**config.mk**
```make
export PLATFORM = sky130hd
export DESIGN_NAME = cvs_ctrl
export DESIGN_NICKNAME = d
export VERILOG_FILES = /design/src/hdl/cvs_pkg.sv /design/src/hdl/cvs_ctrl.sv
export SDC_FILE = /design/constraint.sdc
export NUM_CORES = 1
export LEC_CHECK = 0
export BUFFER_PORTS_ARGS = -buffer_cell sky130_fd_sc_hd__buf_4
export CAP_MARGIN = 20
export CORE_MARGIN = 2
export CORE_UTILIZATION = 45
export DETAILED_ROUTE_END_ITERATION = 8
export PLACE_DENSITY = 0.69
export SETUP_SLACK_MARGIN = 0.02
export SKIP_CTS_REPAIR_TIMING = 1
export SLEW_MARGIN = 20
export SYNTH_ARGS = -nofsm -noshare
export SYNTH_HDL_FRONTEND = slang
export SYNTH_SLANG_ARGS = --single-unit
```
**constraint.sdc**
```tcl
create_clock -name clk -period 6.9 [get_ports clk]
set_input_delay 1.38 -clock clk [delete_from_list [all_inputs] [get_ports clk]]
set_output_delay 1.38 -clock clk [all_outputs]
set_load 0.1 [all_outputs]
```
**src/hdl/cvs_pkg.sv**
```systemverilog
// Shared types and constants of the capacity vario vertical speed unit.
`timescale 1ns / 1ps

package cvs_pkg;

    // Shared divider: dividend and divisor widths
    localparam int DIV_NUM_W = 64;
    localparam int DIV_DEN_W = 56;

    // Shared wide multiplier: operand width, built from half-width partial products
    localparam int MUL_W = 64;
    localparam int MUL_H = MUL_W / 2;

    // Configuration register indexes
    localparam logic CFG_CAPACITY = 1'b0;
    localparam logic CFG_GAIN     = 1'b1;

    typedef enum logic [1:0] {
        DIV_SEL_K    = 2'd0,
        DIV_SEL_RATE = 2'd1,
        DIV_SEL_V    = 2'd2
    } div_sel_t;

    typedef enum logic {
        MUL_SEL_X    = 1'b0,
        MUL_SEL_STEP = 1'b1
    } mul_sel_t;

    typedef struct packed {
        logic     load;
        logic     rom_sel;
        logic     ld_p0;
        logic     ld_ps;
        logic     div_start;
        div_sel_t div_sel;
        logic     ld_k;
        logic     ld_q;
        logic     ld_pte;
        logic     mul_start;
        mul_sel_t mul_sel;
        logic     ld_rate;
        logic     ld_x;
        logic     ld_step;
        logic     ld_pc;
        logic     res_prev;
        logic     seed;
        logic     commit;
        logic     out_load;
    } cmd_t;

    typedef struct packed {
        logic div_done;
        logic mul_done;
        logic tick_eq;
        logic unseeded;
    } stat_t;

endpackage

```
**src/hdl/cvs_ctrl.sv**
```systemverilog
// Controller: sequences one transaction through the datapath and drives the handshakes.
`timescale 1ns / 1ps

module cvs_ctrl
(
    input  logic           clk,
    input  logic           rst_n,
    input  logic           in_valid,
    output logic           in_ready,
    output logic           out_valid,
    input  logic           out_ready,
    input  cvs_pkg::stat_t stat,
    output cvs_pkg::cmd_t  cmd
);

    typedef enum logic [18:0] {
        S_IDLE   = 19'b0000000000000000001,
        S_ROM_A  = 19'b0000000000000000010,
        S_ROM_B  = 19'b0000000000000000100,
        S_PS     = 19'b0000000000000001000,
        S_DIV_K  = 19'b0000000000000010000,
        S_QMUL   = 19'b0000000000000100000,
        S_PTE    = 19'b0000000000001000000,
        S_PRE    = 19'b0000000000010000000,
        S_RATE_S = 19'b0000000000100000000,
        S_DIV_R  = 19'b0000000001000000000,
        S_MULX_S = 19'b0000000010000000000,
        S_MUL_X  = 19'b0000000100000000000,
        S_MULS_S = 19'b0000001000000000000,
        S_MUL_S  = 19'b0000010000000000000,
        S_PC     = 19'b0000100000000000000,
        S_VPRE   = 19'b0001000000000000000,
        S_V_S    = 19'b0010000000000000000,
        S_DIV_V  = 19'b0100000000000000000,
        S_OUT    = 19'b1000000000000000000
    } state_t;

    state_t state_reg;
    state_t state_next;
    logic   out_valid_reg;

    assign in_ready  = (state_reg == S_IDLE);
    assign out_valid = out_valid_reg;

    always_comb
    begin
        cmd         = '0;
        cmd.div_sel = cvs_pkg::DIV_SEL_K;
        cmd.mul_sel = cvs_pkg::MUL_SEL_X;
        state_next  = state_reg;
        unique case (state_reg)
            S_IDLE:
            begin
                cmd.load = in_valid;
                if (in_valid)
                    state_next = S_ROM_A;
            end
            S_ROM_A:
            begin
                state_next = S_ROM_B;
            end
            S_ROM_B:
            begin
                cmd.rom_sel = 1'b1;
                cmd.ld_p0   = 1'b1;
                state_next  = S_PS;
            end
            S_PS:
            begin
                cmd.ld_ps     = 1'b1;
                cmd.div_start = 1'b1;
                state_next    = S_DIV_K;
            end
            S_DIV_K:
            begin
                if (stat.div_done)
                begin
                    cmd.ld_k   = 1'b1;
                    state_next = S_QMUL;
                end
            end
            S_QMUL:
            begin
                cmd.ld_q   = 1'b1;
                state_next = S_PTE;
            end
            S_PTE:
            begin
                cmd.ld_pte = 1'b1;
                state_next = S_PRE;
            end
            S_PRE:
            begin
                if (stat.tick_eq)
                begin
                    cmd.res_prev = 1'b1;
                    state_next   = S_OUT;
                end
                else if (stat.unseeded)
                begin
                    cmd.seed   = 1'b1;
                    state_next = S_OUT;
                end
                else
                begin
                    state_next = S_RATE_S;
                end
            end
            S_RATE_S:
            begin
                cmd.div_start = 1'b1;
                cmd.div_sel   = cvs_pkg::DIV_SEL_RATE;
                state_next    = S_DIV_R;
            end
            S_DIV_R:
            begin
                if (stat.div_done)
                begin
                    cmd.ld_rate = 1'b1;
                    state_next  = S_MULX_S;
                end
            end
            S_MULX_S:
            begin
                cmd.mul_start = 1'b1;
                state_next    = S_MUL_X;
            end
            S_MUL_X:
            begin
                if (stat.mul_done)
                begin
                    cmd.ld_x   = 1'b1;
                    state_next = S_MULS_S;
                end
            end
            S_MULS_S:
            begin
                cmd.mul_start = 1'b1;
                cmd.mul_sel   = cvs_pkg::MUL_SEL_STEP;
                state_next    = S_MUL_S;
            end
            S_MUL_S:
            begin
                if (stat.mul_done)
                begin
                    cmd.ld_step = 1'b1;
                    state_next  = S_PC;
                end
            end
            S_PC:
            begin
                cmd.ld_pc  = 1'b1;
                state_next = S_VPRE;
            end
            S_VPRE:
            begin
                state_next = S_V_S;
            end
            S_V_S:
            begin
                cmd.div_start = 1'b1;
                cmd.div_sel   = cvs_pkg::DIV_SEL_V;
                state_next    = S_DIV_V;
            end
            S_DIV_V:
            begin
                if (stat.div_done)
                begin
                    cmd.commit = 1'b1;
                    state_next = S_OUT;
                end
            end
            S_OUT:
            begin
                if (!out_valid_reg || out_ready)
                begin
                    cmd.out_load = 1'b1;
                    state_next   = S_IDLE;
                end
            end
            default:
            begin
                state_next = S_IDLE;
            end
        endcase
    end

    always_ff @(posedge clk or negedge rst_n)
    begin
        if (!rst_n)
        begin
            state_reg     <= S_IDLE;
            out_valid_reg <= 1'b0;
        end
        else
        begin
            state_reg <= state_next;
            if (cmd.out_load)
                out_valid_reg <= 1'b1;
            else if (out_ready)
                out_valid_reg <= 1'b0;
        end
    end

`ifndef SYNTH
    a_div_done_state: assert property (@(posedge clk) disable iff (!rst_n)
        stat.div_done |-> (state_reg == S_DIV_K || state_reg == S_DIV_R ||
                           state_reg == S_DIV_V))
        else $error("divider finished outside a divide wait state");

    a_mul_done_state: assert property (@(posedge clk) disable iff (!rst_n)
        stat.mul_done |-> (state_reg == S_MUL_X || state_reg == S_MUL_S))
        else $error("multiplier finished outside a multiply wait state");

    a_accept_starts: assert property (@(posedge clk) disable iff (!rst_n)
        (in_valid && in_ready) |=> (state_reg == S_ROM_A))
        else $error("accepted transaction did not start the sequence");

    a_out_load_valid: assert property (@(posedge clk) disable iff (!rst_n)
        cmd.out_load |=> out_valid)
        else $error("output load did not raise out_valid");
`endif

endmodule

```
==> impl_results.md <==
* PortBufs at 29
* CTS Root Cell: clkbuf_4
* Most frequent cells after synthesis: dfrtp_1 (19), nor2_1 (16), and2_1 (12)
* Largest register FFs at 19
* Reg2Reg Setup Slack at 4.31 ns
* Outcome: complete, no violations
* Worst Path Max Fanout at 9
* DPL Wire Length at between 2000 and 2500 µm
* Placed cell count at roughly 190
* Synth Area per Inst at between 9 and 10 µm²
* Syn Nets at 137
* #FFs+latches synth at 20
* Worst-Margin Slew at about 0.66 ns
* Nets at 169
* Number of enable flip-flop cells after synthesis at 0
* Initial antenna violation count at 0
* Antenna Cells at 0
* Setup TNS at 0 ns
* Share of cells above drive strength 1 at 28.1%
* Worst-case clock buffer depth at 2
* Die area at ~3200 µm²
* Max Cap Viol at 0
* Worst hold start: state_reg[17]
* Min Tclk post-route at between 4 and 5 ns
* Worst hold slack at 0.569 ns
* P_leak at around 0.78 nW
* CP Capture Type: output pin
* Synth area leaders: dfrtp_1 (38%), and2_1 (6.1%), nor2_1 (4.8%)
* DR WL/cell at 14.8 µm
* Initial drt markers at between 50 and 60
* Vias at 1097
* Pin count of the biggest net entering global routing at 21
* WP data required at between 5 and 6 ns
* Worst-Skew Late Latency at 0.30 ns
* Vias in the first global route at 1060
* FF-to-FF path depth at 6
* Slowest stage cell, crit path: nor4_4
* Worst R2R End: state_reg[13]
* Final period util at a little over three fifths
* # DRC at 0
* First-pass GRT wire length at between 4000 and 5000 µm
* Grt ovf at 0
* Yosys warning count at 0
* Num rows at 19
* Crit Path Class: reg -> out
* CP max stage delay at ~0.52 ns
* Core area at roughly 2700 µm²
* Final Core Density at 56.5%
* Worst Setup SP: state_reg[2]
* Vias per cell at between 5 and 6
* Mapped cell area at 1240 µm²
* Layout Skew at around 0.0057 ns
* Seq/Total Area, Yosys at just over 40%
* Primary FF master, synth: dfrtp_1
* Hold Path Cell Cnt at 1
* RSZ-0062 raised after global routing: false
* Endpoints failing setup at 0
* Final Hold Viols at 0
* I/O Pins at 30
* Crit-path cells: nor4_4 > nand3_1 > nor3b_1 > nor4bb_1 > and3b_1 > buf_4
* Final GP Congestion at a little over 0.8
* Chip width at around 56 µm
* Routed Antenna Nets at 0
* Power per Cell Area at approximately 270 nW/µm²
* Synth top area share at approximately two fifths
* Initial core utilization at 46.1%
* Startpoint Class: flop
* Critical path arrival at a little under 3 ns
* Worst-case hold path end point: state_reg[17]
* Most numerous cell in the Yosys netlist: dfrtp_1
* CTS buffer count at 3
* Fin cells at approximately 190
* R2R Path Start: state_reg[2]
* CTS Sinks at 20
* CTS tree: yes
* Drt first pass iters at 4
* Fmax at approximately 230 MHz
* Async set-or-reset flop fraction in the synthesized netlist at 100%
* H-Tree Depth at 1
* Worst-path clk slew at about 0.11 ns
* Max-slew headroom at a little under three fifths
* DIE HEIGHT at 56.5 µm
* Worst VDD drop at 0.324 mV
* Post-Synthesis Cells at 129
* All-layer global routing usage at 19.3%
* Slew Limit Fails at 0
* Yosys top cell by area: dfrtp_1
* Routed WL at approximately 2800 µm
* Synth-to-layout area growth at 22.6%
* Yosys cell types at 41
* Worst min path class: reg -> reg
[stage by stage]
step           power (mW)  setup slack [ns]  instance area (µm²)
6_report            0.412              2.57                 1520
5_1_grt             0.435              2.30                 1520
3_3_place_gp        0.344              3.05                 1480
3_5_place_dp        0.346              2.89                 1480
2_1_floorplan       0.302              1.18                 1240
4_1_cts             0.413              2.56                 1520
[final cells by class]
class / count / area, µm²
inverter: 2 / 7.51
multi-input combinational: 105 / 717
sequential: 20 / 502
clock buffer: 4 / 36.3
tap: 31 / 38.8
fill: 251 / 1170
timing repair buffer: 29 / 218
[logic make-up after synthesis]
group	share of synthesized area [%]
flip-flops	40.5
buffers and inverters	1.62
XOR/XNOR	3.54
AO/OA/AOI/OAI	11.0
AND/OR/NAND/NOR	43.3
[placed cells by master, fill, tap and decap left out, drive strengths merged, types with 2 or more instances in the layout]
cell type	netlist	routed
buf	1	29
dfrtp	19	19
nor2	16	16
and2	12	12
nand2	7	7
nand3	6	6
o21ai	6	6
nor3b	5	5
nor4	5	5
a21o	4	4
clkbuf	1	4
and3	4	4
nor3	3	3
nand4	3	3
nand3b	3	3
nand4b	3	3
nor4b	3	3
xnor2	3	3
nor4bb	2	2
or4b	2	2
inv	2	2
a21oi	2	2
xor2	2	2
or2	2	2
or3	2	2
o2111ai	2	2
[worst max-delay path by stage]
stage          depth (start not counted)  slack (ns)       to
3_5_place_dp                           6        2.89   cmd[2]
3_3_place_gp                           6        3.05   cmd[2]
2_1_floorplan                          4        1.18  cmd[10]
6_report                               6        2.57   cmd[2]
4_1_cts                                6        2.56   cmd[2]
5_1_grt                                6        2.30   cmd[2]
[power by group]
part	leakage [nW]	internal, mW	switching (mW)
logic	0.485	0.0606	0.140
clock network	0.0210	0.0321	0.0348
registers	0.275	0.128	0.0161
[critical path, delay by kind of cell, from the launching register on]
family | cells | cell delay [ns]
flip-flops | 1 | 0.48
AND/OR/NAND/NOR | 5 | 1.88
buffers and inverters | 1 | 0.29
[routing by layer]
layer | track usage (%) | wire, µm | vias up
met4 | 5.78 | 29 | 0
met2 | 31.4 | 1370 | 30
li1 | - | - | 536
met1 | 26.4 | 1300 | 527
met3 | 3.00 | 125 | 4
met5 | 0 | 0 | -
Power figures use the tool's default switching activity.
